==> src/rtl/pushbutton_soft_power_controller_core_assert.svh <==
// Assertion macros used by the power controller top level.
`ifndef PUSHBUTTON_SOFT_POWER_CONTROLLER_CORE_ASSERT_SVH
`define PUSHBUTTON_SOFT_POWER_CONTROLLER_CORE_ASSERT_SVH
`ifndef NO_ASSERTIONS
`define PBSPC_ASSERT_SAME(lbl, ante, cons) \
    lbl: assert property (@(posedge aclk) disable iff (!aresetn) (ante) |-> (cons)) \
        else $error("pbspc assertion failed");
`define PBSPC_ASSERT_NEXT(lbl, ante, cons) \
    lbl: assert property (@(posedge aclk) disable iff (!aresetn) (ante) |=> (cons)) \
        else $error("pbspc assertion failed");
`else
`define PBSPC_ASSERT_SAME(lbl, ante, cons)
`define PBSPC_ASSERT_NEXT(lbl, ante, cons)
`endif
`endif

==> src/rtl/pbspc_pkg.sv <==
// Types, constants and helper functions of the pushbutton power controller.
package pbspc_pkg;

    localparam int CNT_W = 16;
    localparam int CFG_W = 16;
    localparam int CMP_W = (CNT_W > CFG_W) ? CNT_W : CFG_W;
    localparam int CFG_IDX_W = 3;

    localparam logic [CFG_IDX_W-1:0] REG_MIN_ON     = 3'd0;
    localparam logic [CFG_IDX_W-1:0] REG_FORCE_OFF  = 3'd1;
    localparam logic [CFG_IDX_W-1:0] REG_DEBOUNCE   = 3'd2;
    localparam logic [CFG_IDX_W-1:0] REG_FLASH      = 3'd3;
    localparam logic [CFG_IDX_W-1:0] REG_KILL_PULSE = 3'd4;

    localparam logic [CFG_W-1:0] MIN_ON_RESET     = 16'd5000;
    localparam logic [CFG_W-1:0] FORCE_OFF_RESET  = 16'd5000;
    localparam logic [CFG_W-1:0] DEBOUNCE_RESET   = 16'd10;
    localparam logic [CFG_W-1:0] FLASH_RESET      = 16'd250;
    localparam logic [CFG_W-1:0] KILL_PULSE_RESET = 16'd10;

    typedef enum logic [2:0] {
        MODE_OFF    = 3'd0,
        MODE_LOCKED = 3'd1,
        MODE_READY  = 3'd2,
        MODE_KILL   = 3'd3,
        MODE_SHUT   = 3'd4,
        MODE_WAIT   = 3'd5
    } mode_t;

    typedef struct packed {
        logic [CFG_W-1:0] min_on_ms;
        logic [CFG_W-1:0] force_off_ms;
        logic [CFG_W-1:0] debounce_ms;
        logic [CFG_W-1:0] flash_ms;
        logic [CFG_W-1:0] kill_pulse_ms;
    } cfg_t;

    typedef struct packed {
        mode_t mode;
        logic  kill_drive;
        logic  led_on;
        logic  power_enable;
    } result_t;

    function automatic logic [CNT_W-1:0] sat_inc(input logic [CNT_W-1:0] v);
        return (&v) ? v : v + 1'b1;
    endfunction

    function automatic logic cnt_gt(input logic [CNT_W-1:0] a, input logic [CFG_W-1:0] b);
        return CMP_W'(a) > CMP_W'(b);
    endfunction

    function automatic logic cnt_ge(input logic [CNT_W-1:0] a, input logic [CFG_W-1:0] b);
        return CMP_W'(a) >= CMP_W'(b);
    endfunction

endpackage

==> src/rtl/pbspc_cfg_regs.sv <==
// Configuration register file of the pushbutton power controller.
module pbspc_cfg_regs (
    input  logic                          aclk,
    input  logic                          aresetn,
    input  logic                          cfg_we,
    input  logic [pbspc_pkg::CFG_IDX_W-1:0] cfg_addr,
    input  logic [pbspc_pkg::CFG_W-1:0]   cfg_wdata,
    output pbspc_pkg::cfg_t               cfg
);

    pbspc_pkg::cfg_t cfg_reg;

    always_ff @(posedge aclk) begin
        if (!aresetn) begin
            cfg_reg.min_on_ms     <= pbspc_pkg::MIN_ON_RESET;
            cfg_reg.force_off_ms  <= pbspc_pkg::FORCE_OFF_RESET;
            cfg_reg.debounce_ms   <= pbspc_pkg::DEBOUNCE_RESET;
            cfg_reg.flash_ms      <= pbspc_pkg::FLASH_RESET;
            cfg_reg.kill_pulse_ms <= pbspc_pkg::KILL_PULSE_RESET;
        end else if (cfg_we) begin
            unique case (cfg_addr)
                pbspc_pkg::REG_MIN_ON:     cfg_reg.min_on_ms     <= cfg_wdata;
                pbspc_pkg::REG_FORCE_OFF:  cfg_reg.force_off_ms  <= cfg_wdata;
                pbspc_pkg::REG_DEBOUNCE:   cfg_reg.debounce_ms   <= cfg_wdata;
                pbspc_pkg::REG_FLASH:      cfg_reg.flash_ms      <= cfg_wdata;
                pbspc_pkg::REG_KILL_PULSE: cfg_reg.kill_pulse_ms <= cfg_wdata;
                default: ;
            endcase
        end
    end

    assign cfg = cfg_reg;

endmodule

==> src/rtl/pbspc_step.sv <==
// Power mode state and the per-tick next-state logic.
module pbspc_step (
    input  logic                 aclk,
    input  logic                 aresetn,
    input  logic                 step_en,
    input  logic                 button_level,
    input  logic                 confirm_level,
    input  pbspc_pkg::cfg_t      cfg,
    output pbspc_pkg::result_t   result
);

    localparam int W = pbspc_pkg::CNT_W;

    pbspc_pkg::mode_t mode_reg, mode_next;
    logic             request_reg, request_next;
    logic             button_prev_reg;
    logic             led_reg, led_next;
    logic [W-1:0]     since_reg, since_next;
    logic [W-1:0]     phase_reg, phase_next;
    logic [W-1:0]     hold_reg, hold_next;
    logic [W-1:0]     flash_reg, flash_next;

    always_comb begin
        logic [W-1:0]                  elapsed;
        logic [pbspc_pkg::CFG_W-1:0]   pulse_len;
        logic                          falling;
        logic                          press_ok;
        logic                          req;
        logic                          skip;
        logic                          off_due;

        mode_next  = mode_reg;
        led_next   = led_reg;
        phase_next = phase_reg;
        hold_next  = hold_reg;
        flash_next = flash_reg;
        off_due    = 1'b0;
        skip       = 1'b0;

        falling  = button_prev_reg && !button_level;
        elapsed  = pbspc_pkg::sat_inc(since_reg);
        press_ok = falling && (mode_reg == pbspc_pkg::MODE_OFF ||
                   mode_reg == pbspc_pkg::MODE_LOCKED || mode_reg == pbspc_pkg::MODE_READY) &&
                   pbspc_pkg::cnt_gt(elapsed, cfg.debounce_ms);
        req        = request_reg || press_ok;
        since_next = press_ok ? '0 : elapsed;

        if (mode_reg == pbspc_pkg::MODE_LOCKED) begin
            phase_next = pbspc_pkg::sat_inc(phase_reg);
            if (pbspc_pkg::cnt_ge(phase_reg, cfg.min_on_ms)) begin
                mode_next = pbspc_pkg::MODE_READY;
            end
        end

        if (req) begin
            if (mode_next == pbspc_pkg::MODE_OFF) begin
                mode_next  = pbspc_pkg::MODE_LOCKED;
                phase_next = '0;
                led_next   = 1'b1;
            end else if (mode_next == pbspc_pkg::MODE_READY) begin
                mode_next  = pbspc_pkg::MODE_KILL;
                phase_next = '0;
                skip       = 1'b1;
            end
        end
        request_next = 1'b0;

        pulse_len = (cfg.kill_pulse_ms == '0) ? pbspc_pkg::CFG_W'(1) : cfg.kill_pulse_ms;

        if (!skip) begin
            unique case (mode_next)
                pbspc_pkg::MODE_KILL: begin
                    phase_next = pbspc_pkg::sat_inc(phase_reg);
                    if (pbspc_pkg::cnt_ge(phase_next, pulse_len)) begin
                        mode_next  = pbspc_pkg::MODE_SHUT;
                        flash_next = '0;
                        hold_next  = '0;
                    end
                end
                pbspc_pkg::MODE_SHUT: begin
                    flash_next = pbspc_pkg::sat_inc(flash_reg);
                    if (pbspc_pkg::cnt_gt(flash_next, cfg.flash_ms)) begin
                        led_next   = !led_next;
                        flash_next = '0;
                    end
                    if (!confirm_level) begin
                        off_due = 1'b1;
                    end
                    if (button_level) begin
                        hold_next = '0;
                    end else begin
                        hold_next = pbspc_pkg::sat_inc(hold_reg);
                        if (pbspc_pkg::cnt_gt(hold_next, cfg.force_off_ms)) begin
                            off_due = 1'b1;
                        end
                    end
                    if (off_due) begin
                        hold_next = '0;
                        if (button_level) begin
                            mode_next = pbspc_pkg::MODE_OFF;
                            led_next  = 1'b0;
                        end else begin
                            mode_next = pbspc_pkg::MODE_WAIT;
                        end
                    end
                end
                pbspc_pkg::MODE_WAIT: begin
                    if (button_level) begin
                        mode_next = pbspc_pkg::MODE_OFF;
                        led_next  = 1'b0;
                    end
                end
                default: ;
            endcase
        end
    end

    always_ff @(posedge aclk) begin
        if (!aresetn) begin
            mode_reg        <= pbspc_pkg::MODE_OFF;
            request_reg     <= 1'b1;
            button_prev_reg <= 1'b1;
            led_reg         <= 1'b0;
            since_reg       <= '0;
            phase_reg       <= '0;
            hold_reg        <= '0;
            flash_reg       <= '0;
        end else if (step_en) begin
            mode_reg        <= mode_next;
            request_reg     <= request_next;
            button_prev_reg <= button_level;
            led_reg         <= led_next;
            since_reg       <= since_next;
            phase_reg       <= phase_next;
            hold_reg        <= hold_next;
            flash_reg       <= flash_next;
        end
    end

    assign result.mode         = mode_next;
    assign result.kill_drive   = (mode_next == pbspc_pkg::MODE_KILL);
    assign result.led_on       = led_next;
    assign result.power_enable = (mode_next != pbspc_pkg::MODE_OFF);

endmodule

==> src/rtl/pushbutton_soft_power_controller_core.sv <==
// Top level of the pushbutton soft power controller.
// Each input item is one millisecond tick carrying the button level (bit 0)
// and the host kill-confirm level (bit 1). Each tick yields exactly one
// result item with power enable, LED, kill drive and the power mode.
// An accepted item sits in an input register until the result register is free;
// the next-state logic then updates the mode and counters and loads the result register.
// An item thus passes the input register and then the result register before m_tvalid.
// Throughput is one item per cycle while the receiver does not stall.
// When the receiver stalls, the result register holds its item and the input
// register can still take one more item; s_tready then drops.
// After reset the mode is off with a power-on request pending, so the first
// tick turns power on. Registers take their reset values and may be written
// through cfg_we, cfg_addr and cfg_wdata while no item is in flight.
`include "pushbutton_soft_power_controller_core_assert.svh"
module pushbutton_soft_power_controller_core (
    input  logic                            aclk,
    input  logic                            aresetn,
    input  logic                            s_tvalid,
    output logic                            s_tready,
    input  logic [7:0]                      s_tdata,   // button_level, confirm_level
    output logic                            m_tvalid,
    input  logic                            m_tready,
    output logic [7:0]                      m_tdata,   // power_enable, led_on, kill_drive, mode
    input  logic                            cfg_we,
    input  logic [pbspc_pkg::CFG_IDX_W-1:0] cfg_addr,
    input  logic [pbspc_pkg::CFG_W-1:0]     cfg_wdata
);

    pbspc_pkg::cfg_t    cfg;
    pbspc_pkg::result_t result;

    logic       in_valid_reg;
    logic       in_button_reg;
    logic       in_confirm_reg;
    logic       out_valid_reg;
    logic [7:0] out_data_reg;
    logic       out_free;
    logic       step_en;

    assign out_free = !out_valid_reg || m_tready;
    assign step_en  = in_valid_reg && out_free;
    assign s_tready = !in_valid_reg || out_free;

    pbspc_cfg_regs u_cfg (
        .aclk      (aclk),
        .aresetn   (aresetn),
        .cfg_we    (cfg_we),
        .cfg_addr  (cfg_addr),
        .cfg_wdata (cfg_wdata),
        .cfg       (cfg)
    );

    pbspc_step u_step (
        .aclk          (aclk),
        .aresetn       (aresetn),
        .step_en       (step_en),
        .button_level  (in_button_reg),
        .confirm_level (in_confirm_reg),
        .cfg           (cfg),
        .result        (result)
    );

    always_ff @(posedge aclk) begin
        if (!aresetn) begin
            in_valid_reg  <= 1'b0;
            out_valid_reg <= 1'b0;
        end else begin
            if (s_tready) begin
                in_valid_reg <= s_tvalid;
            end
            if (out_free) begin
                out_valid_reg <= in_valid_reg;
            end
        end
    end

    always_ff @(posedge aclk) begin
        if (s_tready && s_tvalid) begin
            in_button_reg  <= s_tdata[0];
            in_confirm_reg <= s_tdata[1];
        end
        if (step_en) begin
            out_data_reg <= {2'b00, result};
        end
    end

    assign m_tvalid = out_valid_reg;
    assign m_tdata  = out_data_reg;

    `PBSPC_ASSERT_NEXT(a_step_loads_result, step_en, m_tvalid)
    `PBSPC_ASSERT_NEXT(a_blocked_input_holds, in_valid_reg && !out_free, in_valid_reg && m_tvalid)
    `PBSPC_ASSERT_SAME(a_power_follows_mode, m_tvalid, m_tdata[0] == (m_tdata[5:3] != pbspc_pkg::MODE_OFF))
    `PBSPC_ASSERT_SAME(a_kill_only_in_pulse, m_tvalid && m_tdata[2], m_tdata[5:3] == pbspc_pkg::MODE_KILL)

endmodule
==> config.mk <==
export PLATFORM = sky130hd
export DESIGN_NAME = pushbutton_soft_power_controller_core
export DESIGN_NICKNAME = d
export VERILOG_FILES = /design/src/rtl/pbspc_pkg.sv /design/src/rtl/pbspc_cfg_regs.sv /design/src/rtl/pbspc_step.sv /design/src/rtl/pushbutton_soft_power_controller_core.sv
export VERILOG_INCLUDE_DIRS = /design/src /design/src/rtl
export SDC_FILE = /design/constraint.sdc
export NUM_CORES = 1
export LEC_CHECK = 0
export ABC_AREA = 1
export BUFFER_PORTS_ARGS = -buffer_cell sky130_fd_sc_hd__buf_2
export CAP_MARGIN = 20
export CORE_ASPECT_RATIO = 1.5
export CORE_MARGIN = 4
export CORE_UTILIZATION = 25
export DETAILED_ROUTE_END_ITERATION = 8
export GPL_TIMING_DRIVEN = 0
export PLACE_DENSITY = 0.48
export SLEW_MARGIN = 20
export SYNTH_ARGS = -nofsm -noshare
export SYNTH_HDL_FRONTEND = slang
export SYNTH_SLANG_ARGS = --single-unit
==> constraint.sdc <==
create_clock -name aclk -period 4.1 [get_ports aclk]
set_input_delay 0.82 -clock aclk [delete_from_list [all_inputs] [get_ports aclk]]
set_output_delay 0.82 -clock aclk [all_outputs]
set_load 0.01 [all_outputs]
Word level (Yosys, flattened, before mapping) --
Cells that the tools add are included.
Word-level totals: register bits after elaboration 160
Operators by class: add/sub/neg operators 4, order comparisons 5, equal/unequal tests 12, multiplexer cells 45, bitwise operators 1, reduce and logical (&&, ||, !) cells 30
Operators by type and width (number):
- $mux 16 | 16
- $add 16x1->16 const B | 4
- $pmux 16 s2 | 2
- $reduce_and 16->1 | 4
- $gt 16x16->1 | 3
- $ge 16x16->1 | 2
- $mux 3 | 10
- $eq 3x2->1 const B | 6
- $logic_not 16->1 | 1
- $mux 1 | 15
- $reduce_and 2->1 | 5
- $eq 3x3->1 const B | 3
- $logic_not 3->1 | 3
- $pmux 3 s3 | 1
- $eq 3x1->1 const B | 2
- $logic_and 1x1->1 | 5
- $logic_or 1x1->1 | 5
- $logic_not 1->1 | 4
- $reduce_and 4->1 | 1
- $reduce_bool 3->1 | 1
- $ne 2x1->1 const B | 1
- $pmux 1 s2 | 1
- $reduce_bool 2->1 | 1
- $not 1->1 | 1

Logic depth before layout (Yosys ltp) --
word-level depth 14, mapped depth 29, gate-level depth less buffers 28

Cells and area by module --
From an unflattened synthesis, not the netlist that was laid out.
Unflattened totals: cells, all modules 1653, area total of the unflattened synthesis 10729.0 µm²
By module, submodules not included:
- pbspc_step | instances 1, cells an instance 1183, area an instance 7226.9 µm², seq. area each 1401.3 µm²
- pbspc_cfg_regs | instances 1, cells an instance 446, area an instance 3148.0 µm², seq. area each 1601.5 µm²
- pushbutton_soft_power_controller_core | instances 1, cells an instance 24, area an instance 354.1 µm², seq. area each 280.3 µm²

Least setup slack after synthesis --
OpenSTA, ideal clock, no wires.
path type flip-flop to flip-flop, from register u_step.since_reg[0], to register u_step.hold_reg[7], setup time 114 ps, arrival time 3188 ps, required time 3986 ps, setup slack 798 ps, stages on the path, launching flop included 27, path buffers 1, period minus slack after synthesis 3302 ps, cells stage by stage dfxtp_1 ha_1 nand2_1 inv_1 nand4_1 nor2_1 nand4_1 nor2_1 nand2_1 nor2_1 a21oi_1 xor2_1 ha_1 a21oi_1 o21ai_0 a21oi_1 nand2_1 a21oi_2 inv_1 nand2_2 inv_2 nand2_2 nand2_4 nor2_8 buf_6 and2_1 nor2_1
Between the ends: word-level cells in the longest chain between the ends 9, elaborated cells between the ends (all ways) 15, those cells by class add/sub (1); order compare (1); eq/ne (3); mux (4); bitwise (1); reduce/logical (5)
RTL lines:
- start, declared | line pbspc_step.sv:18 | logic [W-1:0] since_reg, since_next;
- start signal, assigned | line pbspc_step.sv:133 | since_reg <= since_next;
- $add 16x1->16 or $reduce_and 16->1 (tied branches) | line pbspc_pkg.sv:46 | return (&v) ? v : v + 1'b1;
- $mux 16 (*) | line pbspc_pkg.sv:46
- $gt 16x16->1 (*) | line pbspc_pkg.sv:50 | return CMP_W'(a) > CMP_W'(b);
- $logic_and 1x1->1 (*) | line pbspc_step.sv:43 | mode_reg == pbspc_pkg::MODE_LOCKED || mode_reg == pbspc_pkg::MODE_READY) &&
- $logic_or 1x1->1 (*) | line pbspc_step.sv:45 | req = request_reg || press_ok;
- $mux 3 | line pbspc_step.sv:55 | if (req) begin
- $eq 3x2->1 or $eq 3x3->1 (tied branches) | line pbspc_step.sv:71 | unique case (mode_next)
- $ne 2x1->1 (no source line) or $reduce_bool 2->1 (tied branches)
- $reduce_and 4->1 (no source line)
- end signal, assigned | line pbspc_step.sv:135 | hold_reg <= hold_next;
- end, declared | line pbspc_step.sv:20 | logic [W-1:0] hold_reg, hold_next;
Mark *: on every way between the ends. The rest lies on a longest branch, timed or not. A chain may end at the register's enable or synchronous reset.

Worst setup path in the final report --
from register u_step.since_reg[0], to register u_step.hold_reg[15]
Same word-level chain as after synthesis.

==> results.toml <==
[global_routing]
globalRouteOverflowTotal = 0
antenna_found_initial = 0
grt_max_degree = 17
grt_pass1_vias = 8815
grt_util_all_layers_pct = 14.48
grt_pass1_wl_um = 47940

[finish]
final_cells = 2000
drive_gt1_share_pct = 10.90
nFillCells = 4247
area_growth_pct = 17.42
regArea_um2 = 3299
layout_common_cells = "308 x nand2_1, 192 x inv_1, 146 x a21oi_1"
largest_reg_flops = 80
multiInputGateArea_um2 = 5743
n_antenna_cell = 0
fin_nets = 1608
layout_commonest_cell = "nand2_1"
final_core_util_pct = 29.90

[synth]
ys_ff_latch = 160
synth_adder_area_share_pct = 10.65
synth_top_family_by_area = "simple AND/OR/NAND/NOR gates"
syn_area_um2 = 9868
synth_compound_area_share_pct = 16.63
synth.yosys.seq_area_share_pct = 33.27
synthArstFlopShare_pct = 0
syn_avg_cell_area_um2 = 6.896
yosys.area_share.simple_pct = 25.85
muxShareOfSynthArea_pct = 0
synthCells = 1431
yosysUniqueCellTypes = 50
yosys_warnings = 0
synth_flop_cell = "dfxtp_1"
synth_edf_count = 8
synth_xor_xnor_area_share_pct = 3.259

[detailed_routing]
wl_per_cell_um = 15.66
vias_per_cell = 4.658
totalWireLength_um = 31320
num_vias = 9315
post-route-drc-count = 0
dr.pass1.iters = 7
ant_nets = 0
drtIter0Drc = 489

[sta]
fmax_mhz = 257.6
worst_pin_slew_ps = 963.0
rsz0062_at_grt = "true"
timing.final.crit_share_pct = 94.68
finalClockSkew_ps = 8.894
tns_ps = 0
finalMaxSlewViolations = 0
fin_crit_ps = 3882
setup_viol = 0
slew_headroom_pct = 35.21
hold_viol = 0

[die]
io_pins = 42
start_util_pct = 25.46
rows = 88
die-area_um2 = 42780
die_w_um = 170.2
core_um2 = 38760
die_h_um = 251.3

[critical_path]
timing.rr.start = "u_step.since_reg[0]"
required_ps = 4410
slowest_delay_ps = 370
crit_slowest_cell = "dfxtp_4"
worstPathArrival_ps = 4200
critical_path_class = "reg2reg"
worstSetupStartpoint = "u_step.since_reg[0]"
critPathMaxFanout = 7
crit_path_end_kind = "flip-flop"
start_kind = "flip-flop"
cpMostUsedCell = "nand2_2"

[clock_network]
root_buffer = "clkbuf_16"
cts_tree = "done"
numCtsBuffers = 17
clock_sinks = 160
clk_latency_ps = 450
htreeDepth = 4
clockBufferDepth = 2
cts_hold_buf = 0
clk_pin_slew_ps = 60

[run]
max_cap_violations = 0

[placement]
gp_congestion = 0.8594
port_buffers = 32
dp_cells = 1959
dpl.hpwl_um = 24060

[power_and_ir_drop]
p_leak_nw = 4.997
vdd_drop_max_v = 0.0002508
power_density_nw_per_um2 = 343.9

[worst_hold_path]
worstHoldStart = "u_cfg.cfg[24]"
min_path_type = "reg2reg"

[outcome]
status = "completed"
==> area by class of cell <==
cell class                      count  area share (%)
Clock inverter                     12           1.641
Clock buffer                       20           3.768
Inverter                          203           6.576
Sequential cell                   160           28.47
Buffer                             49           2.332
Timing Repair Buffer               41           2.300
Multi-Input combinational cell   1020           49.56
Tap cell                          495           5.345
==> cell usage after synthesis (3+ instances only) <==
cell,count,area share (%)
dfxtp_1,152,31
nand2_2,7,0.44
clkbuf_1,32,1.2
nand3_1,50,2.5
o21a_1,3,0.23
inv_2,8,0.30
a21oi_1,153,7.8
o21bai_1,7,0.53
a31oi_1,5,0.32
nor4_1,8,0.51
inv_1,193,7.3
edfxtp_1,8,2.4
buf_2,5,0.25
nor3_1,25,1.3
o21ai_1,3,0.15
and3_1,3,0.19
a21boi_0,3,0.23
nand4_1,27,1.7
buf_6,7,0.80
xnor2_1,7,0.62
nor2_2,4,0.25
buf_4,3,0.23
o211ai_1,15,1.1
o21ai_0,106,5.4
nor2_1,136,5.2
ha_1,84,11
nand2_1,319,12
xor2_1,26,2.3
==> kinds of logic (layout without fill, tap and decap cells) <==
| logic type | count (synthesis) | count (layout) |
|---|---|---|
| and+or+nand+nor | 594 | 594 |
| AOI/OAI and AO/OA | 305 | 305 |
| buffers and inverters | 252 | 325 |
| DFF | 160 | 160 |
| adders and majority gates | 84 | 84 |
| xor gates and xnor gates | 35 | 35 |
| other | 1 | 2 |
==> repair_timing <==
item / 4_1_cts / 5_1_grt
endpoints found under the setup margin: 26 / 62
setup buffers: 0 / 7
resized for setup: 4 / 64
pin swaps: 0 / 23
gates cloned: 0 / 2
==> per-stage QoR <==
step | hold slack, ps | worst slack (ps) | instance area [um^2] | power (mW)
detailed placement | 459.5 | -274.6 | 10650 | 2.242
floorplan | 429.0 | 798.3 | 9872 | 2.052
CTS | 468.9 | 3.648 | 11280 | 4.001
global placement | 455.7 | -205.3 | 10650 | 2.233
finish | 464.3 | 218.3 | 11590 | 3.985
global route | 481.0 | -56.52 | 11590 | 4.156
==> routing by layer <==
layer  wire length [um]  track usage, %
met1              12640           15.99
met2              16360           26.86
met3               1138           2.375
met4               1181           6.393
met5                  0               0
==> critical path, delay by kind of cell (launching register included) <==
| kind | cells | cell delay (ps) |
|---|---|---|
| simple gates | 19 | 2040 |
| buf+inv | 4 | 420 |
| fa+ha+maj | 2 | 430 |
| compound gates | 3 | 470 |
| flops | 1 | 370 |
==> worst paths after layout <==
kind / depth (start not counted) / endpoint / slack [ps]
max: 28 / u_step.hold_reg[15] / 220
min: 2 / u_cfg.cfg[24] / 460
max reg2reg: 28 / u_step.hold_reg[15] / 220
min reg2reg: 2 / u_cfg.cfg[24] / 460
==> where the power goes <==
part / switching, mW / internal, mW / total [mW]
logic: 0.376 / 0.181 / 0.557
registers: 0.0431 / 1.63 / 1.67
clock network: 0.680 / 1.07 / 1.75
total: 1.10 / 2.89 / 3.98
(Power assumes the default switching activity.)
